File: src/sv/hslca_hsl2rgb.sv
`timescale 1ns / 1ps
// ----------------------------------------------------------------------------
// hslca_hsl2rgb
// per-channel hue ramp back to rgb (three stages)
// ----------------------------------------------------------------------------
module hslca_hsl2rgb #(
  parameter int FRAC_BITS = 12
) (
  input  logic                 clk,
  input  logic                 en,
  input  logic [FRAC_BITS-1:0] hue,
  input  logic [FRAC_BITS:0]   q,
  input  logic [FRAC_BITS:0]   p,
  input  logic [FRAC_BITS:0]   light,
  input  logic                 s_zero,
  output logic [FRAC_BITS:0]   red,
  output logic [FRAC_BITS:0]   green,
  output logic [FRAC_BITS:0]   blue
);
  localparam int CW = FRAC_BITS + 1;
  localparam int TW = FRAC_BITS + 4;
  localparam logic [CW-1:0] ONE   = {1'b1, {FRAC_BITS{1'b0}}};
  localparam logic [CW-1:0] THIRD = CW'(ONE / 3);
  localparam logic [TW-1:0] ONE_T = TW'(ONE);

  typedef enum logic [3:0] {
    RG_RISE = 4'b0001,
    RG_TOP  = 4'b0010,
    RG_FALL = 4'b0100,
    RG_LOW  = 4'b1000
  } region_t;

  // stage E: channel phase, region and ramp factor
  logic [CW-1:0] t [3];
  logic [CW:0]   tr;
  logic [TW-1:0] six_t, three_t;
  region_t       rg [3];
  logic [CW-1:0] fac [3];

  always_comb begin
    tr   = {2'b00, hue} + {1'b0, THIRD};
    t[0] = (tr > {1'b0, ONE}) ? CW'(tr - {1'b0, ONE}) : tr[CW-1:0];
    t[1] = {1'b0, hue};
    t[2] = ({1'b0, hue} >= THIRD) ? {1'b0, hue} - THIRD : {1'b0, hue} + ONE - THIRD;
    for (int c = 0; c < 3; c++) begin
      six_t   = (TW'(t[c]) << 2) + (TW'(t[c]) << 1);
      three_t = (TW'(t[c]) << 1) + TW'(t[c]);
      if (six_t < ONE_T) begin
        rg[c]  = RG_RISE;
        fac[c] = six_t[CW-1:0];
      end else if ((TW'(t[c]) << 1) < ONE_T) begin
        rg[c]  = RG_TOP;
        fac[c] = '0;
      end else if (three_t < (ONE_T << 1)) begin
        rg[c]  = RG_FALL;
        fac[c] = CW'((ONE_T << 2) - six_t);
      end else begin
        rg[c]  = RG_LOW;
        fac[c] = '0;
      end
    end
  end

  region_t       rg_e_r  [3];
  logic [CW-1:0] fac_e_r [3];
  logic [CW-1:0] q_e_r, p_e_r, l_e_r;
  logic          sz_e_r;

  always_ff @(posedge clk) begin
    if (en) begin
      for (int c = 0; c < 3; c++) begin
        rg_e_r[c]  <= rg[c];
        fac_e_r[c] <= fac[c];
      end
      q_e_r  <= q;
      p_e_r  <= p;
      l_e_r  <= light;
      sz_e_r <= s_zero;
    end
  end

  // stage F: ramp products
  logic [2*CW-1:0] prod_f_r [3];
  region_t         rg_f_r   [3];
  logic [CW-1:0]   q_f_r, p_f_r, l_f_r;
  logic            sz_f_r;

  always_ff @(posedge clk) begin
    if (en) begin
      for (int c = 0; c < 3; c++) begin
        prod_f_r[c] <= (q_e_r - p_e_r) * fac_e_r[c];
        rg_f_r[c]   <= rg_e_r[c];
      end
      q_f_r  <= q_e_r;
      p_f_r  <= p_e_r;
      l_f_r  <= l_e_r;
      sz_f_r <= sz_e_r;
    end
  end

  // stage G: pick the channel value, gray when saturation is zero
  logic [CW-1:0] val [3];
  always_comb begin
    for (int c = 0; c < 3; c++) begin
      case (rg_f_r[c])
        RG_RISE, RG_FALL: val[c] = p_f_r + prod_f_r[c][FRAC_BITS +: CW];
        RG_TOP:           val[c] = q_f_r;
        default:          val[c] = p_f_r;
      endcase
      if (sz_f_r) val[c] = l_f_r;
    end
  end

  always_ff @(posedge clk) begin
    if (en) begin
      red   <= val[0];
      green <= val[1];
      blue  <= val[2];
    end
  end

endmodule

File: config.mk
export PLATFORM = sky130hd
export DESIGN_NAME = hslca_hsl2rgb
export DESIGN_NICKNAME = d
export VERILOG_FILES = /design/src/sv/hslca_hsl2rgb.sv
export SDC_FILE = /design/constraint.sdc
export NUM_CORES = 2
export LEC_CHECK = 0
export ABC_AREA = 1
export BUFFER_PORTS_ARGS = -buffer_cell sky130_fd_sc_hd__buf_4
export CAP_MARGIN = 20
export CORE_UTILIZATION = 40
export DETAILED_ROUTE_END_ITERATION = 6
export PLACE_DENSITY = 0.55
export SYNTH_ARGS = -nofsm -noshare
export SYNTH_HDL_FRONTEND = slang
export SYNTH_SLANG_ARGS = --single-unit
File: constraint.sdc
create_clock -name clk -period 8.8 [get_ports clk]
set_input_delay 0.88 -clock clk [delete_from_list [all_inputs] [get_ports clk]]
set_output_delay 0.88 -clock clk [all_outputs]
set_load 0.01 [all_outputs]
======== After elaboration in Yosys (flattened, before gate mapping) ========
Memory sizes are Yosys's and may differ from the RTL's.
Cells that the tools add are included.
cells by class
  magnitude comparators ................... 11
  reductions and logical operators ........ 3
  equal/unequal tests ..................... 9
  multiplexer cells ....................... 28
  $mul .................................... 3
  $add $sub $neg .......................... 18
operators by type and width
  kind                      number
  $mux W13                  14
  $pmux W13 S2              3
  $mul A26 B13 Y26          2
  $add A14 B13 Y15          3
  $add A13 B13 Y13          3
  $sub A1 B13 Y13 const A   3
  $mux W4                   9
  $add A15 B14 Y16          2
  $lt A16 B13 Y1 const B    2
  $lt A15 B14 Y1 const B    2
  $lt A14 B13 Y1 const B    2
  $mul A14 B14 Y26          1
  $lt A15 B13 Y1 const B    1
  $add A13 B12 Y14          1
  $lt A14 B14 Y1 const B    1
  $sub A13 B13 Y14          1
  $add A12 B11 Y13 const B  1
  $add A12 B13 Y13 const B  1
  $gt A13 B13 Y1 const B    1
  $lt A13 B13 Y1 const B    1
  $sub A12 B11 Y13 const B  1
  $sub A13 B11 Y13 const B  1
  $sub A13 B13 Y13 const B  1
  $eq A4 B1 Y1 const B      3
  other kinds (5)           12
storage, ports and cells
  memories ................................ 4
  register bits ........................... 119
  bits of input ports ..................... 54
  memory bits (writable) .................. 141
  word-level logic and storage cells ...... 87
  output and inout bits ................... 39
memories
  name      words  bits a word  rd ports  clocked after memory_dff  wr ports  line  text
  prod_f_r  3      26           3         0                         3         83    logic [2*CW-1:0] prod_f_r [3];
  fac_e_r   3      13           3         0                         3         65    logic [CW-1:0] fac_e_r [3];
  rg_e_r    3      4            3         0                         3         64    region_t rg_e_r [3];
  rg_f_r    3      4            3         0                         3         84    region_t rg_f_r [3];

======== Logic depth before layout (Yosys ltp) ========
  depth after elaboration ................. 8
  mapped depth ............................ 36
  mapped depth without buffers ............ 35

======== Least setup slack after synthesis ========
OpenSTA, ideal clock, no wires.
  path kind ............................... reg-to-reg
  start ................................... register q_e_r[0]
  end ..................................... memory prod_f_r[0][73] in the netlist's numbering (data pin)
  data required time ...................... 8.541 ns
  clock period less this slack ............ 6.323 ns
  buffers on the path ..................... 1
  path slack .............................. 2.477 ns
  arrival ................................. 6.064 ns
  stages on the path, launching flop included .. 32
  setup time .............................. 0.259 ns
  path through ............................ edfxtp_1 > inv_1 > ha_1 > inv_1 > fa_1 > nand3_1 > nand2_1 > nand3_1 > nand2_1 > or2_2 > nand2_1 > clkbuf_1 > nor2_1 > fa_1 > inv_1 > fa_1 > inv_1 > fa_1 > inv_1 > fa_1 > inv_1 > fa_1 > ha_1 > ha_1 > a21oi_1 > o21ai_0 > o21bai_1 > nand2_1 > nand2_1 > nand3_1 > nand2_1 > xor2_1
RTL lines
  element                 line  text
  from (decl)             66    logic [CW-1:0] q_e_r, p_e_r, l_e_r;
  from (signal assigned)  75    q_e_r <= q;
  to (decl)               83

==> impl_metrics.env <==
export IMPL_setup_viol=0
export IMPL_cts_resized=0
export IMPL_cts_tree="built"
export IMPL_reg2reg_from="q_e_r[10]$_DFFE_PP_"
export IMPL_worst_r2r_cell_count=28
export IMPL_hp_class="flop to flop"
export IMPL_final_nets=4786
export IMPL_hp_start="rg_e_r[0][5]$_SDFFCE_PP0P_"
export IMPL_drc_errors=0
export IMPL_final_core_util=0.439
export IMPL_htreeDepth=1
export IMPL_final_cell_mix="959 x nand2_1, 836 x inv_1, 439 x fa_1"
export IMPL_grt_use_total=0.222
export IMPL_yosys_register_bits=218
export IMPL_post_route_cell_area_um2=34700
export IMPL_hpwl_um=72700
export IMPL_drtPass1Iterations=6
export IMPL_reg2reg_slack_ns=1.37
export IMPL_arrival_ns=7.78
export IMPL_status="finished clean"
export IMPL_gr_usage_met3=0.0263
export IMPL_synthCells=3959
export IMPL_grt_busiest_layer="met2"
export IMPL_synth_edf_count=218
export IMPL_rr_endpoint="prod_f_r[0][76]$_DFFE_PP_"
export IMPL_syn_to_final_growth_pct=8.45
export IMPL_clock_fmax_ghz=0.135
export IMPL_routed_wl_um=88400
export IMPL_postCtsSetupBuffers=0
export IMPL_yosysWarningCount=0
export IMPL_detail_route_antenna_nets=0
export IMPL_io_buffers=92
export IMPL_clk_pin_slew_worst_paths_ns=0.07
export IMPL_placeableCoreArea_um2=79000
export IMPL_seqCellArea_um2=6550
export IMPL_die_y_um=285
export IMPL_maxSlewHeadroom=0.306
export IMPL_finalClockSkew_ns=0.0257
export IMPL_grt_pass1_wl_um=140000
export IMPL_multiInputGateArea_um2=21800
export IMPL_synth_area_um2=32000
export IMPL_hold_violations=0
export IMPL_syn_area_per_cell_um2=8.08
export IMPL_die_w_um=285
export IMPL_startpoint_type="flop"
export IMPL_io_pins=93
export IMPL_synthArstFlopShare=0
export IMPL_synth_ff_type="edfxtp_1"
export IMPL_crit_top_cell="nand2_1"
export IMPL_holdBufCountCts=0
export IMPL_clock_path_buffers=3
export IMPL_avgRoutedWirePerCell_um=17.4
export IMPL_worstPathRequired_ns=9.16
export IMPL_rsz0062_at_grt="no"
export IMPL_gp_congestion=0.880
export IMPL_end_kind="flop"
export IMPL_slowest_stage="a21oi_1"
export IMPL_synthDistinctLibCells=54
export IMPL_cts_root_buf="clkbuf_16"
export IMPL_critPathMaxFanout=8
export IMPL_start_util=0.405
export IMPL_grt_met2_usage=0.379
export IMPL_fill_cells=8034
export IMPL_grt_pass1_vias=25300
export IMPL_setup_tns_ns=0
export IMPL_drive_gt1_frac=0.0551
export IMPL_n_antenna_cell=0
export IMPL_via_count=25000
export IMPL_min_period_ns=7.43
export IMPL_clkSinkCount=218
export IMPL_rows=103
export IMPL_grt_overflow=0
export IMPL_clk_latency_ns=0.59
export IMPL_hold_path_end="rg_f_r[0][5]$_DFFE_PP_"
export IMPL_critPathKind="flop to flop"
export IMPL_hold_depth=0
export IMPL_slew_viol_final=0
export IMPL_numCtsBuffers=26
export IMPL_placed_cell_area_um2=33700
export IMPL_die_area_um2=81100
export IMPL_yosysSeqAreaShare=0.205
export IMPL_cp_slowest_stage_delay_ns=0.59
export IMPL_grt_use_met1=0.298
export IMPL_final_common_cell="nand2_1"
export IMPL_finalCritPeriodShare=0.844
export IMPL_antenna_found_initial=0
export IMPL_first_iter_violations=1494
export IMPL_worst_pin_slew_ns=1.04
export IMPL_syn_num_nets=4739
export IMPL_grt_max_degree=91
export IMPL_maxCapViolCount=0
export IMPL_vias_per_cell=4.92
-- per-layer routing --
metal	vias up	part of all wire
met4	0	0.030
met5	-	0
li1	12300	-
met3	123	0.053
met1	12000	0.44
met2	613	0.47
-- cell families after synthesis --
| logic type | count (synthesis) | synth area share |
|---|---|---|
| compound gates | 309 | 0.0534 |
| xor+xnor | 101 | 0.0279 |
| fa+ha+maj | 726 | 0.387 |
| buf+inv | 959 | 0.114 |
| flops | 218 | 0.205 |
| simple gates | 1646 | 0.213 |
-- area by class of cell --
class                           instances  area share
Clock inverter                         22     0.00826
Tap cell                             1050      0.0379
Timing Repair Buffer                  113      0.0247
Sequential cell                       218       0.189
Inverter                              865      0.0937
Multi-Input combinational cell       2782       0.628
Clock buffer                           26      0.0188
-- critical path, delay by kind of cell, from the launching register on --
| family | cells | cell delay, ns |
|---|---|---|
| adder cells (fa/ha/maj) | 8 | 3.61 |
| buffers and inverters | 5 | 0.78 |
| flip-flops | 1 | 0.41 |
| AO/OA/AOI/OAI | 1 | 0.59 |
| AND/OR/NAND/NOR | 14 | 1.81 |
-- synth_stat cells, types with 9 or more instances --
cell type / n / area [um^2]
nor3_1: 15 / 75.1
xor2_1: 75 / 657
a21oi_1: 144 / 721
fa_1: 439 / 8790
or2_2: 12 / 75.1
nand4_1: 34 / 213
ha_1: 287 / 3590
o21ai_0: 91 / 455
buf_2: 18 / 90.1
o211ai_1: 9 / 67.6
o21ai_1: 9 / 45.0
nand2_1: 959 / 3600
nor2_1: 352 / 1320
inv_1: 836 / 3140
nand3_1: 222 / 1110
nand3b_1: 9 / 67.6
inv_2: 21 / 78.8
xnor2_1: 25 / 219
edfxtp_1: 218 / 6550
o21bai_1: 10 / 75.1
clkbuf_1: 67 / 251
-- stage by stage --
stage	hold WS, ns	instances	setup WS, ns
final	0.411	5076	1.37
after global routing	0.417	5076	0.893
after detailed placement	0.406	5028	1.33
after floorplan	0.400	3959	2.48
after CTS	0.416	5076	1.32
after global placement	0.401	5028	1.36
-- worst max-delay path by stage --
stage | endpoint | from | slack, ns | cells past startpoint
finish | prod_f_r[0][76]$_DFFE_PP_ | q_e_r[10]$_DFFE_PP_ | 1.37 | 28
global route | prod_f_r[0][49]$_DFFE_PP_ | q_e_r[10]$_DFFE_PP_ | 0.89 | 28
CTS | prod_f_r[0][76]$_DFFE_PP_ | q_e_r[10]$_DFFE_PP_ | 1.32 | 26
detailed placement | prod_f_r[0][76]$_DFFE_PP_ | q_e_r[10]$_DFFE_PP_ | 1.33 | 26
global placement | prod_f_r[0][76]$_DFFE_PP_ | q_e_r[10]$_DFFE_PP_ | 1.36 | 28
floorplan | prod_f_r[0][73]$_DFFE_PP_ | q_e_r[0]$_DFFE_PP_ | 2.48 | 31
-- sequential cells by signal, indices dropped and copies added (netlist names) --
name,flops
prod_f_r,39
fac_e_r,36
blue,13
green,13
l_e_r,13
l_f_r,13
p_e_r,13
p_f_r,13
q_e_r,13
q_f_r,13
red,13
rg_e_r,12
rg_f_r,12
sz_e_r,1
sz_f_r,1
Power is not shown: default switching activity piles up to over one toggle a cycle in this logic, so the estimate is an artifact.
