**src/sv/hslca_pkg.sv**
```systemverilog
`timescale 1ns / 1ps
// ----------------------------------------------------------------------------
// hslca_pkg
// shared types for the hsl color adjust pipeline
// ----------------------------------------------------------------------------
package hslca_pkg;

  // which channel holds the maximum, ties resolved red first, then green
  typedef enum logic [2:0] {
    SEC_RED   = 3'b001,
    SEC_GREEN = 3'b010,
    SEC_BLUE  = 3'b100
  } sector_t;

endpackage

```
**src/sv/hslca_adjust.sv**
```systemverilog
`timescale 1ns / 1ps
// ----------------------------------------------------------------------------
// hslca_adjust
// hue assembly and shift, saturation/lightness moves, q and p (four stages)
// ----------------------------------------------------------------------------
module hslca_adjust #(
  parameter int FRAC_BITS = 12
) (
  input  logic                        clk,
  input  logic                        en,
  input  logic [FRAC_BITS:0]          quo_s,
  input  logic [FRAC_BITS:0]          quo_h,
  input  hslca_pkg::sector_t          sector,
  input  logic                        neg,
  input  logic                        eq,
  input  logic [FRAC_BITS:0]          light,
  input  logic signed [FRAC_BITS+1:0] hue_d,
  input  logic signed [FRAC_BITS+1:0] sat_d,
  input  logic signed [FRAC_BITS+1:0] light_d,
  output logic [FRAC_BITS-1:0]        hue,
  output logic [FRAC_BITS:0]          q,
  output logic [FRAC_BITS:0]          p,
  output logic [FRAC_BITS:0]          light_o,
  output logic                        s_zero
);
  localparam int CW  = FRAC_BITS + 1;
  localparam int DW  = FRAC_BITS + 2;
  localparam int H6W = FRAC_BITS + 3;
  localparam int XW  = FRAC_BITS + 2;
  localparam int SH  = XW + 2;
  localparam int MW  = XW + SH;
  localparam logic [SH-1:0] RECIP = SH'((64'd1 << SH) / 3);
  localparam logic [CW-1:0] ONE = {1'b1, {FRAC_BITS{1'b0}}};
  localparam logic [H6W-1:0] ONE6 = {3'b000, ONE[FRAC_BITS-1:0]} | (H6W'(1) << FRAC_BITS);

  // stage A: sector base plus or minus the fraction, delta products
  logic [H6W-1:0] base, h6;
  logic [CW-1:0]  s_c, sfac, lfac, smag, lmag;
  logic signed [DW-1:0] nsd, nld;
  logic           spos, lpos;

  always_comb begin
    case (sector)
      hslca_pkg::SEC_RED:   base = neg ? H6W'(ONE6 * 6) : '0;
      hslca_pkg::SEC_GREEN: base = H6W'(ONE6 * 2);
      hslca_pkg::SEC_BLUE:  base = H6W'(ONE6 * 4);
      default:              base = '0;
    endcase
    h6   = neg ? base - H6W'(quo_h) : base + H6W'(quo_h);
    if (eq) h6 = '0;
    s_c  = eq ? '0 : quo_s;
    nsd  = -sat_d;
    nld  = -light_d;
    spos = sat_d > 0;
    lpos = light_d > 0;
    smag = spos ? sat_d[CW-1:0] : nsd[CW-1:0];
    lmag = lpos ? light_d[CW-1:0] : nld[CW-1:0];
    sfac = spos ? ONE - s_c : s_c;
    lfac = lpos ? ONE - light : light;
  end

  logic [XW-1:0]        xa_r;
  logic signed [DW-1:0] hd_a_r;
  logic [CW-1:0]        s_a_r, l_a_r;
  logic                 spos_a_r, lpos_a_r;
  logic [2*CW-1:0]      sprod_a_r, lprod_a_r;

  always_ff @(posedge clk) begin
    if (en) begin
      xa_r      <= h6[H6W-1:1];
      hd_a_r    <= hue_d;
      s_a_r     <= s_c;
      l_a_r     <= light;
      spos_a_r  <= spos;
      lpos_a_r  <= lpos;
      sprod_a_r <= sfac * smag;
      lprod_a_r <= lfac * lmag;
    end
  end

  // stage B: reciprocal product for the divide by three, finish the moves
  logic [CW-1:0] sstep, lstep;
  assign sstep = sprod_a_r[FRAC_BITS +: CW];
  assign lstep = lprod_a_r[FRAC_BITS +: CW];

  logic [XW-1:0]        xb_r;
  logic [MW-1:0]        xmb_r;
  logic signed [DW-1:0] hd_b_r;
  logic [CW-1:0]        s_b_r, l_b_r;

  always_ff @(posedge clk) begin
    if (en) begin
      xb_r   <= xa_r;
      xmb_r  <= xa_r * RECIP;
      hd_b_r <= hd_a_r;
      s_b_r  <= spos_a_r ? s_a_r + sstep : s_a_r - sstep;
      l_b_r  <= lpos_a_r ? l_a_r + lstep : l_a_r - lstep;
    end
  end

  // stage C: correct the quotient, add half the hue delta and wrap
  logic [CW-1:0]         q3, h0;
  logic [XW-1:0]         rem3;
  logic [DW-1:0]         hd_adj;
  logic signed [DW-1:0]  hh;
  logic signed [H6W-1:0] hsum;
  logic [FRAC_BITS-1:0]  hw;
  logic                  lt;
  logic [CW:0]           mfac;

  always_comb begin
    q3     = xmb_r[SH +: CW];
    rem3   = xb_r - XW'({q3, 1'b0} + q3);
    h0     = (rem3 >= XW'(3)) ? q3 + 1'b1 : q3;
    hd_adj = hd_b_r + DW'(hd_b_r[DW-1]);
    hh     = $signed(hd_adj) >>> 1;
    hsum   = $signed({2'b00, h0}) + H6W'(hh);
    if (hsum < 0)
      hw = FRAC_BITS'(hsum + $signed({2'b00, ONE}));
    else if (hsum >= $signed({2'b00, ONE}))
      hw = FRAC_BITS'(hsum - $signed({2'b00, ONE}));
    else
      hw = hsum[FRAC_BITS-1:0];
    lt   = {l_b_r, 1'b0} < {1'b0, ONE};
    mfac = lt ? {1'b0, ONE} + {1'b0, s_b_r} : {1'b0, s_b_r};
  end

  logic [FRAC_BITS-1:0] h_c_r;
  logic [2*CW:0]        lprod_c_r;
  logic [CW-1:0]        l_c_r, s_c_r;
  logic                 lt_c_r;

  always_ff @(posedge clk) begin
    if (en) begin
      h_c_r     <= hw;
      lprod_c_r <= l_b_r * mfac;
      l_c_r     <= l_b_r;
      s_c_r     <= s_b_r;
      lt_c_r    <= lt;
    end
  end

  // stage D: q and p
  logic [CW:0] pshift, qv;
  always_comb begin
    pshift = lprod_c_r[FRAC_BITS +: CW+1];
    qv     = lt_c_r ? pshift : {1'b0, l_c_r} + {1'b0, s_c_r} - pshift;
  end

  always_ff @(posedge clk) begin
    if (en) begin
      hue     <= h_c_r;
      q       <= qv[CW-1:0];
      p       <= CW'({l_c_r, 1'b0} - qv);
      light_o <= l_c_r;
      s_zero  <= (s_c_r == '0);
    end
  end

endmodule

```
**config.mk**
```make
export PLATFORM = sky130hd
export DESIGN_NAME = hslca_adjust
export DESIGN_NICKNAME = d
export VERILOG_FILES = /design/src/sv/hslca_pkg.sv /design/src/sv/hslca_adjust.sv
export SDC_FILE = /design/constraint.sdc
export NUM_CORES = 2
export LEC_CHECK = 0
export BUFFER_PORTS_ARGS = -buffer_cell sky130_fd_sc_hd__buf_4
export CORE_MARGIN = 3
export CORE_UTILIZATION = 50
export DETAILED_ROUTE_END_ITERATION = 16
export GPL_TIMING_DRIVEN = 0
export PLACE_DENSITY = 0.67
export SETUP_SLACK_MARGIN = 0.5
export SYNTH_ARGS = -nofsm -noshare
export SYNTH_HDL_FRONTEND = slang
export SYNTH_SLANG_ARGS = --single-unit
```
**constraint.sdc**
```tcl
create_clock -name clk -period 9.2 [get_ports clk]
set_input_delay 0.46 -clock clk [delete_from_list [all_inputs] [get_ports clk]]
set_output_delay 0.46 -clock clk [all_outputs]
set_load 0.005 [all_outputs]
```
# Yosys cells after proc, flatten, opt, wreduce, memory -nomap -nowiden
# Index checks and enable logic that the tools add are counted.
# totals
ff_bits,305
out_inout_bits,52
# op_classes
n_addsub,21
mul,4
magnitude_cmp,6
eq_ne,3
muxes,15
reduce_logical,1
# ops
operator,count
two-way mux 13 bit,9
subtractor 13 bit,4
multiplier 13 x 13 -> 25 bit,2
case mux 15 bit (3 select lines),1
adder 13 bit,3
two-way mux 15 bit,2
multiplier 14 x 15 -> 29 bit (second input constant),1
> comparator 14 x 1 -> 1 bit (second input constant),2
negator 13 bit,2
subtractor 13 bit (first input constant),2
multiplier 13 x 14 -> 25 bit,1
two-way mux 12 bit,2
adder 14 x 13 -> 15 bit,1
adder 15 x 13 -> 15 bit,1
greater-or-equal comparator 15 x 14 -> 1 bit (second input constant),1
< comparator 15 x 1 -> 1 bit (second input constant),1
subtractor 15 x 13 -> 15 bit,1
adder 13 x 13 -> 14 bit (first input constant),1
adder 14 x 1 -> 14 bit,1
adder 14 x 13 -> 14 bit,1
greater-or-equal comparator 14 x 2 -> 1 bit (second input constant),1
< comparator 14 x 13 -> 1 bit (second input constant),1
two-way mux 14 bit,1
subtractor 14 bit,1
7 further kinds,7

# Depth between registers and ports, before layout
# logic_depth
word_depth,8
mapped_depth,29
mapped_depth_nobuf,27

# Worst setup path before layout
# OpenSTA, ideal clock, no wires.
# synth_path
kind,in2reg
start,input sat_d[0]
end,"register sprod_a_r[24], data pin"
setup_time_ns,0.258
arrival_ns,6.875
slack_ns,2.067
stages,27
path_buffers,1
cell_sequence,inv_1 -> ha_1 -> or3b_2 -> o41ai_4 -> inv_1 -> clkbuf_1 -> o31ai_1 -> xor2_1 -> nor2_1 -> fa_1 -> inv_1 -> fa_1 -> inv_1 -> fa_1 -> inv_1 -> fa_1 -> inv_1 -> fa_1 -> ha_1 -> o21ai_0 -> o21a_1 -> o311ai_0 -> a31oi_2 -> o21ai_1 -> a31o_1 -> a21oi_2 -> xnor2_1
# synth_via
elab_chain_len,3
elab_cells_between_ends,5
# synth_rtl
element,line_no,source
from (decl),hslca_adjust.sv:18,"input logic signed [FRAC_BITS+1:0] sat_d,"
> comparator 14 x 1 -> 1 bit *,hslca_adjust.sv:54,spos = sat_d > 0;
net spos,hslca_adjust.sv:40,"logic spos, lpos;"
"two-way mux 13 bit, on equally long branches","hslca_adjust.sv:58, hslca_adjust.sv:56",
multiplier 13 x 13 -> 25 bit *,hslca_adjust.sv:76,sprod_a_r <= sfac * smag;
to (signal assigned),hslca_adjust.sv:76,
to (decl),hslca_adjust.sv:66,"logic [2*CW-1:0] sprod_a_r, lprod_a_r;"
# Mark *: on every way through the listed nets, which the timed path passes. The rest lies on a longest branch.
# A chain may end at the register's enable or synchronous reset.

# Worst setup path in the final report
# layout_path
start,input light_d[3]
end,"register lprod_a_r[24], data pin"
# layout_via
elab_chain_len,3
elab_cells_between_ends,5
# layout_rtl
element,line_no,source
from (decl),hslca_adjust.sv:19,"input logic signed [FRAC_BITS+1:0] light_d,"
> comparator 14 x 1 -> 1 bit *,hslca_adjust.sv:55,lpos = light_d > 0;
net lpos,hslca_adjust.sv:40,
"two-way mux 13 bit, on equally long branches","hslca_adjust.sv:59, hslca_adjust.sv:57",
multiplier 13 x 13 -> 25 bit *,hslca_adjust.sv:77,lprod_a_r <= lfac * lmag;
to (signal assigned),hslca_adjust.sv:77,
to (decl),hslca_adjust.sv:66,
# Marks and branches as above.

==> results by group <==
Setup path
  • CP required: 9.45 ns
  • Worst path slowest cell: nor4_1
  • Worst Path Class, Setup: primary input to flip-flop
  • Worst EP arrival: 8.32 ns
  • Crit-path most repeated cell: fa_1
  • Worst-path fanout max: 10
  • Crit. Startpoint: light_d[3]
  • Reg-to-reg startpoint: l_b_r[11]$_DFFE_PP_
  • Slowest stage delay, CP: approximately 0.56 ns
  • Family with the most delay on the worst path: adder cells
  • Nature of the critical path startpoint: primary input
  • Worst Setup End Kind: flip-flop
  • Worst path buffer plus inverter count: 7

Place
  • Routability cong.: between 0.9 and 1
  • Dpl hpwl: 59.29 mm
  • Input/output buffers: 136

Clock network
  • TritonCTS Buffers: 26
  • Root Driver: clkbuf_16
  • Clock Latency Late Sink: between 0.5 and 0.6 ns
  • Max clock buf depth: 3
  • Reg clk slew, reported paths: 0.06 ns
  • Max H-tree Level: 1
  • CTS tree: built
  • Clock Sinks: between 200 and 300

Floorplan
  • # rows: ~90
  • Num ports: 140
  • Die H: 260.7 µm
  • Die W: about 260 µm
  • Full die area: roughly 68000 µm²
  • Initial Util: between 50 and 60%
  • Core area: ~64000 µm²

Drt
  • # DRC: 0
  • Routed wire length: ~70 mm
  • Vias per cell: roughly 5.2
  • Post-DRT Antenna Nets: 0
  • Post-DR wirelength/cell: 16.26 µm
  • Vias: about 23000
  • DR pass1 iterations: 8
  • Starting DRT DRC Count: between 1000 and 1500

Synthesis
  • Synth Warn #: 0
  • Post-synthesis cell type count: 76
  • Top FF cell, synth: edfxtp_1
  • Cell Area, Synth: around 32000 µm²
  • Syn Inst Count: approximately 3300
  • Post-synth EDFFs: 252
  • Seq/Total Area, Yosys: 23.33%
  • Avg Inst Size Synth: between 9 and 10 µm²
  • Flops & latches, synth: between 200 and 300
  • Net Count, Synth: ~4200
  • Ys async rst share: 0%

Timing
  • Period utilization: between 80% and 90%
  • Skew final: 0.01312 ns
  • Setup-failing EPs final: 0
  • Final Hold Fails: 0
  • Fin. max-slew vios: 0
  • Max Fclk: 124.1 MHz
  • Setup_tns: 0 ns
  • Relative slew slack: 33.07%
  • RSZ-0062 raised after global routing: false
  • Min Tclk post-route: 8.061 ns
  • Worst-Margin Slew: between 0.9 and 1 ns

GRT
  • Largest net degree at the start of global routing: around 130
  • Vias in the first global route: roughly 23000
  • GRT overflow: 0
  • Initial antenna violation count: 0
  • Global-route wire length before repair: roughly 120 mm
  • Total GRT Usage: 21.43%

Job
  • Max-Cap Viols: 0

Min path
  • Hold Startpoint: hue_d[12]
  • Worst min path class: primary input to flip-flop

Final layout
  • Layout Nets: around 4400
  • Antenna Cells: 0
  • FILL cells: around 5700
  • Layout cells sized above 1: around 6%
  • Area grow syn2layout: 9.020%

Outcome
  • Status: finished clean
placed cells by master (no fill, tap or decap), types with 8 or more instances in the layout:
cell type  netlist  routed
a31oi_1         14      14
o21ai_0         44      44
o21a_1          17      17
inv_1          629     629
clkbuf_16        0      27
nand2b_1        18      18
xor2_1         101     101
a21o_1          37      37
mux2_2           8       8
buf_4            1     136
and2_1          89      89
or3_1           10      10
nor3_1          54      54
nand3_1         29      29
nor2_1         266     266
nand2_1        346     346
clkbuf_1        66      71
xnor2_1        162     161
a21oi_1        105     105
ha_1           364     364
a211oi_1        18      17
nor2b_1         30      30
nor4_1          13      13
o31ai_1         10      10
edfxtp_1       252     252
and3_1          18      18
or2_2           10      10
o211ai_1         9       9
nand4_1         24      24
fa_1           439     439
o21bai_1        17      17
per-layer routing:
| metal | up-vias | global-route usage [%] | share of wire (%) |
|---|---|---|---|
| met2 | 607 | 36.71 | 48 |
| met5 | - | 0 | 0 |
| met4 | 0 | 5.234 | 2.5 |
| met3 | 109 | 2.834 | 6.2 |
| li1 | 10900 | - | - |
| met1 | 11050 | 28.91 | 43 |
flip-flops by register name, indices dropped and copies added (netlist names), 12 cells and up:
register / count
q: 13
xb_r: 14
l_a_r: 13
s_a_r: 13
xmb_r: 13
hd_b_r: 14
lprod_c_r: 13
sprod_a_r: 13
hue: 12
lprod_a_r: 13
xa_r: 14
hd_a_r: 14
l_b_r: 13
light_o: 13
h_c_r: 12
s_c_r: 13
l_c_r: 13
s_b_r: 13
p: 12
stage by stage:
step                instance area, µm²  instances  utilization (%)  hold WS, ns  setup WS (ns)
global placement                 34510       4276            54.22       0.4009         0.1470
global route                     35360       4322            55.54      0.05792         0.5753
floorplan                        32430       3294                -       0.4003          2.067
CTS                              35350       4322            55.53      0.05100         0.8392
finish                           35360       4322            55.54      0.09162          1.139
detailed placement               34550       4277            54.27       0.4045         0.2882
final cells by class:
class | instances | area, µm² | area share (%)
Buffer | 71 | 272.8 | 0.7714
Clock inverter | 13 | 103.9 | 0.2937
Inverter | 630 | 2365 | 6.688
Tap cell | 846 | 1059 | 2.994
Sequential cell | 252 | 7567 | 21.40
Clock buffer | 32 | 694.4 | 1.964
Timing Repair Buffer | 137 | 1056 | 2.987
Multi-Input combinational cell | 2341 | 22240 | 62.90
cells by family after synthesis:
family	count (synthesis)	synth area share, %
mux	13	0.4321
flops	252	23.33
fa+ha+maj	803	41.14
buf+inv	701	8.132
simple gates	930	13.06
compound gates	331	6.728
xor+xnor	264	7.172
timing repair:
action,CTS,global route
hold buffers,0,0
setup buffers,0,0
setup endpoints to repair,0,1
resized for setup,0,2
hold endpoints to repair,0,0
Yosys cell counts (all sizes together) (6+ instances only):
cell type | number | area (µm²)
o21ai | 47 | 235.2
inv | 629 | 2361
and2 | 89 | 556.8
xnor2 | 162 | 1419
nor2b | 30 | 187.7
edfxtp | 252 | 7567
nand4 | 24 | 150.1
clkbuf | 66 | 247.7
nand3 | 29 | 145.1
a21o | 37 | 277.8
a31oi | 15 | 100.1
nor3 | 54 | 270.3
o41ai | 7 | 80.08
a41oi | 6 | 52.55
nand2 | 346 | 1299
a21oi | 107 | 543.0
nor2 | 266 | 998.5
nand2b | 18 | 112.6
a211oi | 18 | 135.1
o21bai | 17 | 127.6
o21a | 17 | 127.6
and3 | 18 | 112.6
a2111oi | 6 | 52.55
o211ai | 9 | 67.56
xor2 | 101 | 884.6
or2 | 10 | 62.56
nor4 | 13 | 81.33
or4 | 6 | 48.80
ha | 364 | 4554
fa | 439 | 8788
or3 | 10 | 62.56
o31ai | 10 | 75.07
mux2 | 8 | 90.09
path summary, 6_finish.rpt:
path                              to  slack [ns]  depth (start not counted)
min reg2reg      hd_b_r[1]$_DFFE_PP_        0.42                          0
max reg2reg  lprod_c_r[24]$_DFFE_PP_        2.68                         21
min             hd_a_r[12]$_DFFE_PP_        0.09                          1
max          lprod_a_r[24]$_DFFE_PP_        1.14                         26
Power is not shown: default switching activity piles up to over one toggle a cycle in this logic, so the estimate is an artifact.
