$ cat config.mk
export PLATFORM = sky130hd
export DESIGN_NAME = hslca_div
export DESIGN_NICKNAME = d
export VERILOG_FILES = /design/src/sv/hslca_div.sv
export SDC_FILE = /design/constraint.sdc
export NUM_CORES = 1
export LEC_CHECK = 0
export BUFFER_PORTS_ARGS = -buffer_cell sky130_fd_sc_hd__buf_2
export CORE_MARGIN = 3
export CORE_UTILIZATION = 40
export DETAILED_ROUTE_END_ITERATION = 10
export SLEW_MARGIN = 20
export SYNTH_ARGS = -nofsm -noshare
export SYNTH_HDL_FRONTEND = slang
export SYNTH_SLANG_ARGS = --single-unit
$ cat constraint.sdc
create_clock -name clk -period 2.9 [get_ports clk]
set_input_delay 0.145 -clock clk [delete_from_list [all_inputs] [get_ports clk]]
set_output_delay 0.145 -clock clk [all_outputs]
set_load 0.01 [all_outputs]
$ cat src/sv/hslca_div.sv
`timescale 1ns / 1ps
// ----------------------------------------------------------------------------
// hslca_div
// two-lane pipelined restoring divider, num*ONE/den, one quotient bit a stage
// ----------------------------------------------------------------------------
module hslca_div #(
  parameter int FRAC_BITS = 12,
  parameter int TAG_W     = 1
) (
  input  logic                 clk,
  input  logic                 en,
  input  logic [FRAC_BITS:0]   num [2],
  input  logic [FRAC_BITS+1:0] den [2],
  input  logic [TAG_W-1:0]     tag_in,
  output logic [FRAC_BITS:0]   quo [2],
  output logic [TAG_W-1:0]     tag_out
);
  localparam int N  = FRAC_BITS + 1;
  localparam int RW = FRAC_BITS + 2;

  logic [RW-1:0]    rem_r [N][2];
  logic [RW-1:0]    den_r [N][2];
  logic [N-1:0]     quo_r [N][2];
  logic [TAG_W-1:0] tag_r [N];
  logic             ge0 [2];

  // first stage: the integer bit of the quotient
  always_comb begin
    for (int l = 0; l < 2; l++) ge0[l] = {1'b0, num[l]} >= den[l];
  end

  always_ff @(posedge clk) begin
    if (en) begin
      tag_r[0] <= tag_in;
      for (int l = 0; l < 2; l++) begin
        den_r[0][l] <= den[l];
        rem_r[0][l] <= ge0[l] ? {1'b0, num[l]} - den[l] : {1'b0, num[l]};
        quo_r[0][l] <= {ge0[l], {FRAC_BITS{1'b0}}};
      end
    end
  end

  for (genvar i = 1; i < N; i++) begin : g_stage
    logic [RW:0] two [2];
    logic        ge  [2];

    always_comb begin
      for (int l = 0; l < 2; l++) begin
        two[l] = {rem_r[i-1][l], 1'b0};
        ge[l]  = two[l] >= {1'b0, den_r[i-1][l]};
      end
    end

    always_ff @(posedge clk) begin
      if (en) begin
        tag_r[i] <= tag_r[i-1];
        for (int l = 0; l < 2; l++) begin
          den_r[i][l] <= den_r[i-1][l];
          rem_r[i][l] <= ge[l] ? RW'(two[l] - {1'b0, den_r[i-1][l]}) : two[l][RW-1:0];
          quo_r[i][l] <= quo_r[i-1][l] | (N'(ge[l]) << (N - 1 - i));
        end
      end
    end
  end

  assign quo[0]  = quo_r[N-1][0];
  assign quo[1]  = quo_r[N-1][1];
  assign tag_out = tag_r[N-1];

endmodule

; ---- Word level (Yosys, flattened, before mapping)
; Memories as Yosys holds them, arrays and structs flattened.
; Index checks and enable logic that the tools add are counted.
[totals]
register_bits = 0
elab_cells = 108
input_bits = 57
out_inout_bits = 27
memories = 4
mem_bits_rw = 1079
[memory_table]
columns = name, depth, word_bits, read_ports, rd_ports_with_merged_regs, wr, line_no
row1 = den_r, 13, 28, 12, 0, 13, 22  ; logic [RW-1:0] den_r [N][2];
row2 = rem_r, 13, 28, 12, 0, 13, 21  ; logic [RW-1:0] rem_r [N][2];
row3 = quo_r, 13, 26, 13, 0, 13, 23  ; logic [N-1:0] quo_r [N][2];
row4 = tag_r, 13, 1, 13, 0, 13, 24  ; logic [TAG_W-1:0] tag_r [N];
[classes]
muxes = 28
n_addsub = 26
bitwise_logic = 24
order_cmp = 26
[ops]
columns = op, n
row1 = $mux 14, 26
row2 = $ge 15x14->1, 24
row3 = $sub 14x14->14, 24
row4 = $ge 13x14->1, 2
row5 = $sub 13x14->14, 2
row6 = $or 13x1->13, 2
row7 = $or 13x10->13, 2
row8 = $or 13x11->13, 2
row9 = $or 13x12->13, 2
row10 = $or 13x2->13, 2
row11 = $or 13x3->13, 2
row12 = $or 13x4->13, 2
row13 = $or 13x5->13, 2
row14 = $or 13x6->13, 2
row15 = $or 13x7->13, 2
row16 = $or 13x8->13, 2
row17 = $or 13x9->13, 2
row18 = $mux 1, 2

; ---- Longest topological paths before layout
; Gate-level depths: netlist of run 1.
; An unclocked memory read counts as a cell.
[logic_depth]
word_depth = 3
depth_mapped = 12
depth_no_buf = 10

; ---- Least setup slack after synthesis of run 1
; No wires, ideal clock.
[synth_timing]
kind = register -> register
startpoint = mem rem_r[0][28] (netlist bit)
endpoint = mem rem_r[1][10] (netlist bit), data pin
arrival_ps = 2533
stages_incl_launch_ff = 10
path_buffers = 1
synth_period_minus_slack_ps = 2793
setup_ps = 260
required_ps = 2640
slack_ps = 107
path_cell_list = edfxtp_1 ha_1 nor2b_1 o21ai_0 a21boi_0 o31a_1 a32o_1 nor2_1 buf_2 mux2_2
[synth_lines]
columns = element, line_no
row1 = start: declaration, 21

==> impl_metrics.env, run 1 <==
export IMPL_maximum_number_of_pins_on_one_net_before_global_route_repair=78
export IMPL_cts_tree="built"
export IMPL_setup_worst_path_start_class="flop"
export IMPL_postPlaceCellArea_mm2=0.0501
export IMPL_vias=29000
export IMPL_initial_core_util_pct=40.6
export IMPL_critPathCaptureType="flop"
export IMPL_slowest_stage="sky130_fd_sc_hd__nor4_1"
export IMPL_cts_buffers_inserted=97
export IMPL_route_layer_met1_wl_mm=37.3
export IMPL_antenna_found_initial=0
export IMPL_numClockSinks=867
export IMPL_rows=124
export IMPL_antenna_diode_instance_count=0
export IMPL_layout_area_overhead_vs_synth_pct=15.7
export IMPL_post_route_period_util_pct=97.6
export IMPL_detail_route_wl_per_cell_um=15.6
export IMPL_yosys_cell_types_count=83
export IMPL_max_stage_delay_ps=540
export IMPL_critical_path_top_delay_family="simple AND/OR/NAND/NOR gates"
export IMPL_die_height_um=348
export IMPL_worst_clock_skew_ps=32.3
export IMPL_cp_common_cell="sky130_fd_sc_hd__buf_4"
export IMPL_i_o_pins=84
export IMPL_first_global_vias=28900
export IMPL_setup_violations=0
export IMPL_grt_overflow_total=0
export IMPL_critical_path_depth=8
export IMPL_data_arrival_time_at_the_worst_slack_endpoint_ps=3250
export IMPL_drv_cap=0
export IMPL_clock_latency_ps=670
export IMPL_cts_root_buf="sky130_fd_sc_hd__clkbuf_16"
export IMPL_final_routed_wirelength_mm=89.1
export IMPL_whs_path_depth=2
export IMPL_worst_reg2reg_path_length_in_cells=8
export IMPL_critical_path_class="flop to flop"
export IMPL_required_ps=3320
export IMPL_fin_util_pct=46.9
export IMPL_drt_pass1_iter_count=5
export IMPL_dr_max_layer_used="met4"
export IMPL_yosys_register_bits=867
export IMPL_routabilityCongestion=0.891
export IMPL_power_density_cell_area_mw_per_mm2=978
export IMPL_finish_instance_area_mm2=0.0540
export IMPL_die_width_um=348
export IMPL_clkTransAtPathRegs_ps=60
export IMPL_antenna_left=0
export IMPL_finalNonFillerCells=5724
export IMPL_crit_path_max_fanout=22
export IMPL_cts_root_to_sink_buffers=3
export IMPL_dieArea_mm2=0.121
export IMPL_hold_viol_final=0
export IMPL_fp_coreArea_mm2=0.115
export IMPL_fmax_ghz=0.353
export IMPL_hp_class="input pin to flop"
export IMPL_ys_warnings_count=0
export IMPL_vdd_ir_drop_worst_mv=0.558
export IMPL_synth_area_leaders="sky130_fd_sc_hd__edfxtp_1, sky130_fd_sc_hd__ha_1, sky130_fd_sc_hd__mux2_2, sky130_fd_sc_hd__inv_1, sky130_fd_sc_hd__xnor2_1"
export IMPL_nets_in_the_synthesized_netlist=4239
export IMPL_cts_htree_levels=3
export IMPL_finish_net_count=4572
export IMPL_clock_period_minus_final_worst_setup_slack_ps=2830
export IMPL_synth_sequential_area_ratio_pct=55.8
export IMPL_path_cells="ha_1, nand4b_1, nor4_1, a2111oi_0, buf_4, o21ai_1, buf_4, mux2_2"
export IMPL_dp_hpwl_mm=66.3
export IMPL_met2WireLength_mm=45.5
export IMPL_syn_mean_instance_area_um2=12.3
export IMPL_max_slew_worst_pin_slew_ps=726
export IMPL_detail_route_drc_violations=0
export IMPL_async_flop_share_pct=0
export IMPL_synth_largest_area_cell="sky130_fd_sc_hd__edfxtp_1"
export IMPL_final_max_slew_viol_count=0
export IMPL_syn_cell_area_mm2=0.0466
export IMPL_fraction_of_synthesized_cell_area_taken_by_the_top_area_cell_type_pct=55.8
export IMPL_routed_wl_met3_mm=2.89
export IMPL_total_track_usage_pct=14.6
export IMPL_leakage_nw=21.8
export IMPL_synthesized_instance_count=3798
export IMPL_critical_path_n_buffers_inverters=2
export IMPL_relSlewSlack_pct=51.6
export IMPL_initialDrtViolationCount=1495
export IMPL_avgViaCountPerCell=5.07
export IMPL_grt_first_pass_wirelength_mm=145
export IMPL_ys_dominant_reg_cell="sky130_fd_sc_hd__edfxtp_1"
export IMPL_outcome="complete, no violations"
export IMPL_numPortBuffers=83
export IMPL_place_inst=5486
export IMPL_final_layout_size_suffix_gt1_share_pct=14.9
export IMPL_synth_edff_count=867
## cell families (layout without fill, tap and decap cells)
family          after synthesis  in the layout  share of synthesized area [%]
compound gates              881            881                           12.4
xor+xnor                    227            227                           4.26
fa+ha+maj                   384            384                           10.7
buf+inv                     495            909                           4.13
flops                       867            867                           55.8
mux                         202            202                           4.90
simple gates                742            742                           7.84
## cells in the final DEF, fill, tap and decap left out, types with 95 or more instances in the layout
cell type                   count
sky130_fd_sc_hd__mux2_2       194
sky130_fd_sc_hd__a21o_1        97
sky130_fd_sc_hd__inv_1        444
sky130_fd_sc_hd__clkbuf_16     98
sky130_fd_sc_hd__ha_1         360
sky130_fd_sc_hd__xnor2_1      132
sky130_fd_sc_hd__a21oi_1      221
sky130_fd_sc_hd__o21ai_0      183
sky130_fd_sc_hd__xor2_1        95
sky130_fd_sc_hd__edfxtp_1     867
sky130_fd_sc_hd__nor2_1       230
sky130_fd_sc_hd__nand2_1      157
sky130_fd_sc_hd__buf_4        124
## final cells by class
cell class                 instances  area [µm²]
tap                             1512        1890
clock buffer                     109        2490
multi-input combinational       2436       18800
timing repair buffer             285        2360
fill                           10200       61000
sequential                       867       26000
inverter                         444        1670
clock inverter                    71         754
## final timing paths
path	startpoint	endpoint	slack, ps
hold reg to reg	quo_r[10][17]$_DFFE_PP_	quo_r[11][17]$_DFFE_PP_	410
setup reg to reg	rem_r[1][25]$_DFFE_PP_	rem_r[1][45]$_DFFE_PP_	70
hold / removal	den[22]	den_r[0][22]$_DFFE_PP_	190
setup / recovery	rem_r[1][25]$_DFFE_PP_	rem_r[1][45]$_DFFE_PP_	70
## registers in the layout, summed over array words and instances (netlist names)
register  count
den_r       336
rem_r       336
quo_r       182
tag_r        13
## cells in the mapped netlist (7+ instances only)
| library cell | instances |
|---|---|
| sky130_fd_sc_hd__nor4_1 | 11 |
| sky130_fd_sc_hd__nor2_1 | 232 |
| sky130_fd_sc_hd__fa_1 | 24 |
| sky130_fd_sc_hd__inv_1 | 444 |
| sky130_fd_sc_hd__a21boi_0 | 17 |
| sky130_fd_sc_hd__nor3b_1 | 13 |
| sky130_fd_sc_hd__nand3b_1 | 13 |
| sky130_fd_sc_hd__o211a_1 | 7 |
| sky130_fd_sc_hd__a21o_1 | 98 |
| sky130_fd_sc_hd__or3_1 | 11 |
| sky130_fd_sc_hd__ha_1 | 360 |
| sky130_fd_sc_hd__o31ai_1 | 35 |
| sky130_fd_sc_hd__nor2b_1 | 53 |
| sky130_fd_sc_hd__edfxtp_1 | 867 |
| sky130_fd_sc_hd__nand4_1 | 43 |
| sky130_fd_sc_hd__a21oi_1 | 223 |
| sky130_fd_sc_hd__o22ai_1 | 8 |
| sky130_fd_sc_hd__and2_1 | 21 |
| sky130_fd_sc_hd__o21ai_1 | 7 |
| sky130_fd_sc_hd__nand2_1 | 157 |
| sky130_fd_sc_hd__xnor2_1 | 132 |
| sky130_fd_sc_hd__and3_1 | 18 |
| sky130_fd_sc_hd__o211ai_1 | 23 |
| sky130_fd_sc_hd__or2_2 | 12 |
| sky130_fd_sc_hd__and4_1 | 7 |
| sky130_fd_sc_hd__nand2b_1 | 29 |
| sky130_fd_sc_hd__clkbuf_1 | 28 |
| sky130_fd_sc_hd__buf_2 | 14 |
| sky130_fd_sc_hd__nand4b_1 | 10 |
| sky130_fd_sc_hd__o21ai_0 | 189 |
| sky130_fd_sc_hd__a211o_1 | 12 |
| sky130_fd_sc_hd__o21bai_1 | 26 |
| sky130_fd_sc_hd__mux2_2 | 194 |
| sky130_fd_sc_hd__o21a_1 | 61 |
| sky130_fd_sc_hd__a2111oi_0 | 9 |
| sky130_fd_sc_hd__a31oi_1 | 24 |
| sky130_fd_sc_hd__xor2_1 | 95 |
| sky130_fd_sc_hd__a22o_1 | 9 |
| sky130_fd_sc_hd__nand3_1 | 42 |
| sky130_fd_sc_hd__o31a_1 | 26 |
| sky130_fd_sc_hd__nor3_1 | 56 |
| sky130_fd_sc_hd__a211oi_1 | 37 |
## timing repair
| item | in CTS | in global routing |
|---|---|---|
| endpoints found under the setup margin | 0 | 88 |
| hold endpoints to repair | 73 | 0 |
| hold buffers | 56 | 0 |
| gates resized for setup | 0 | 25 |
| buffers inserted | 0 | 2 |
## metal layers
layer,global-route usage (%),vias up
met5,0,-
met4,6.11,0
met3,2.42,168
met2,26.9,435
met1,16.8,13700
li1,-,14700
## stage by stage
stage	setup TNS (ps)	total power [mW]	setup slack [ps]	hold slack [ps]
3_3_place_gp	0	40.1	38.0	326
6_report	0	52.8	69.6	194
3_5_place_dp	0	40.3	29.8	327
2_1_floorplan	0	34.5	107	244
5_1_grt	-7.96	56.6	-7.89	148
4_1_cts	0	53.2	14.6	131
## power by group
part / internal [mW] / switching [mW] / total, mW
Sequential: 17.9 / 1.51 / 19.4
Clock: 7.38 / 5.03 / 12.4
Combinational: 10.3 / 10.7 / 20.9
Total: 35.5 / 17.2 / 52.8
No activity file was read; power rests on OpenSTA's default activity.
==> inputs of run 2 (changes only) <==
--- a/config.mk
+++ b/config.mk
@@ -9,6 +9,7 @@
 export CORE_MARGIN = 3
 export CORE_UTILIZATION = 40
 export DETAILED_ROUTE_END_ITERATION = 10
+export PLACE_DENSITY = 0.61
 export SLEW_MARGIN = 20
 export SYNTH_ARGS = -nofsm -noshare
 export SYNTH_HDL_FRONTEND = slang
==> impl_metrics.env, run 2 (synthesized netlist as in run 1, its figures left out) <==
export IMPL_layout_cells_most_common="sky130_fd_sc_hd__edfxtp_1"
export IMPL_cts_buffers_inserted=97
export IMPL_critPathCaptureType="flop"
export IMPL_numPortBuffers=83
export IMPL_initialDrtViolationCount=1455
export IMPL_critical_path_class="flop to flop"
export IMPL_clkTransAtPathRegs_ps=60
export IMPL_setup_worst_path_start_class="flop"
export IMPL_mostFrequentLayoutCells="sky130_fd_sc_hd__edfxtp_1, sky130_fd_sc_hd__inv_1, sky130_fd_sc_hd__ha_1"
export IMPL_detail_route_drc_violations=0
export IMPL_power_density_cell_area_mw_per_mm2=975
export IMPL_vias=29000
export IMPL_critical_path_top_delay_family="compound AO/OA/AOI/OAI gates"
export IMPL_area_sequential_mm2=0.0260
export IMPL_critical_path_n_buffers_inverters=0
export IMPL_multi_input_combinational_cell_area_mm2=0.0188
export IMPL_outcome="complete, no violations"
export IMPL_cts_root_to_sink_buffers=3
export IMPL_die_width_um=348
export IMPL_first_global_vias=28900
export IMPL_data_arrival_time_at_the_worst_slack_endpoint_ps=3230
export IMPL_dpl_worst_slack_ps=-29.0
export IMPL_path_cells="ha_1, nor2b_1, o21a_1, a31o_2, a311oi_2, a21oi_2, a31o_2, mux2_2"
export IMPL_rows=124
export IMPL_antenna_diode_instance_count=0
export IMPL_slowest_stage="sky130_fd_sc_hd__edfxtp_1"
export IMPL_antenna_left=0
export IMPL_final_max_slew_viol_count=0
export IMPL_antenna_found_initial=0
export IMPL_max_stage_delay_ps=440
export IMPL_crit_reg_reg_startpoint="rem_r[1][42]$_SDFFCE_PN0P_"
export IMPL_cts_tree="built"
export IMPL_clock_latency_ps=670
export IMPL_final_routed_wirelength_mm=88.3
export IMPL_fin_util_pct=46.9
export IMPL_pnr_worst_setup_slack_ps=76.7
export IMPL_numClockSinks=867
export IMPL_routabilityCongestion=0.925
export IMPL_timing_hold_worst_start="tag_in"
export IMPL_i_o_pins=84
export IMPL_layout_area_overhead_vs_synth_pct=15.5
export IMPL_die_height_um=348
export IMPL_drv_cap=0
export IMPL_grt_overflow_total=0
export IMPL_maximum_number_of_pins_on_one_net_before_global_route_repair=94
export IMPL_hold_slack_ps=201
export IMPL_fp_coreArea_mm2=0.115
export IMPL_initial_core_util_pct=40.6
export IMPL_leakage_nw=21.7
export IMPL_worst_clock_skew_ps=50.1
export IMPL_dp_hpwl_mm=66.4
export IMPL_crit_path_max_fanout=14
export IMPL_fmax_ghz=0.354
export IMPL_dieArea_mm2=0.121
export IMPL_cp_common_cell="sky130_fd_sc_hd__a31o_2"
export IMPL_required_ps=3300
export IMPL_fill_cells=10200
export IMPL_cts_root_buf="sky130_fd_sc_hd__clkbuf_16"
export IMPL_hp_class="input pin to flop"
export IMPL_finish_net_count=4565
export IMPL_setup_violations=0
export IMPL_worstSetupStartpoint="rem_r[1][42]$_SDFFCE_PN0P_"
export IMPL_clock_period_minus_final_worst_setup_slack_ps=2820
export IMPL_hold_viol_final=0
export IMPL_cts_htree_levels=3
export IMPL_final_layout_size_suffix_gt1_share_pct=14.8
export IMPL_total_track_usage_pct=14.4
export IMPL_largest_registers="den_r x336, rem_r x336, quo_r x182"
export IMPL_grt_first_pass_wirelength_mm=144
export IMPL_vdd_ir_drop_worst_mv=0.507
export IMPL_post_route_period_util_pct=97.4
export IMPL_avgViaCountPerCell=5.07
export IMPL_max_slew_worst_pin_slew_ps=710
export IMPL_drt_pass1_iter_count=5
export IMPL_detail_route_wl_per_cell_um=15.4
export IMPL_relSlewSlack_pct=52.2
run 2: cell types whose count changed in the layout (fill, tap and decap cells not counted), moves of 2 or more:
cell / previous run / this run
sky130_fd_sc_hd__o31ai_2: 1 / 3
sky130_fd_sc_hd__inv_6: 2 / 4
sky130_fd_sc_hd__clkinvlp_4: 5 / 7
sky130_fd_sc_hd__ha_1: 360 / 357
sky130_fd_sc_hd__clkinv_2: 27 / 15
sky130_fd_sc_hd__bufinv_16: 13 / 11
sky130_fd_sc_hd__o31ai_1: 34 / 32
sky130_fd_sc_hd__clkbuf_1: 11 / 16
sky130_fd_sc_hd__ha_4: 0 / 2
sky130_fd_sc_hd__clkinv_1: 16 / 21
sky130_fd_sc_hd__buf_12: 22 / 15
run 2: repair_timing:
item,CTS,global route
hold buffers,56,0
pin swaps,0,3
cloned,0,0
setup buffers,0,7
endpoints found under the setup margin,14,95
endpoints found under the hold margin,77,0
gates resized for setup,3,36
run 2: final timing paths:
kind | endpoint | slack, ps | depth (start not counted)
worst min-delay path | tag_r[0][0]$_DFFE_PP_ | 200 | 2
worst max-delay path | rem_r[2][24]$_DFFE_PP_ | 80 | 8
worst max register to register | rem_r[2][24]$_DFFE_PP_ | 80 | 8
worst min register to register | tag_r[1][3]$_DFFE_PP_ | 410 | 0
run 2: report_power, final:
part | total [mW] | switching (mW) | internal (mW)
Sequential | 19.4 | 1.51 | 17.9
Combinational | 20.9 | 10.7 | 10.2
Clock | 12.2 | 4.95 | 7.22
run 2: cell type report:
type	instances	area share [%]
Multi-Input combinational cell	2436	35.0
Clock buffer	114	4.66
Inverter	444	3.09
Sequential cell	867	48.3
Timing Repair Buffer	278	4.12
Clock inverter	66	1.31
Tap cell	1512	3.51
run 2: per-layer routing:
layer / GRT usage, % / up-vias / part of all wire [%]
li1: - / 14700 / -
met1: 16.5 / 13700 / 42
met2: 26.8 / 444 / 51
met3: 2.29 / 190 / 3.1
met5: 0 / - / 0
met4: 5.81 / 0 / 3.8
run 2: through the flow:
step | setup TNS [ps] | instances | cell area, µm² | total power [mW]
global route | -49.9 | 5717 | 53900 | 56.2
CTS | 0 | 5710 | 53700 | 52.8
global placement | 0 | 5474 | 49900 | 39.9
detailed placement | -141 | 5474 | 49900 | 40.2
finish | 0 | 5717 | 53900 | 52.5
floorplan | 0 | 3798 | 46600 | 34.5
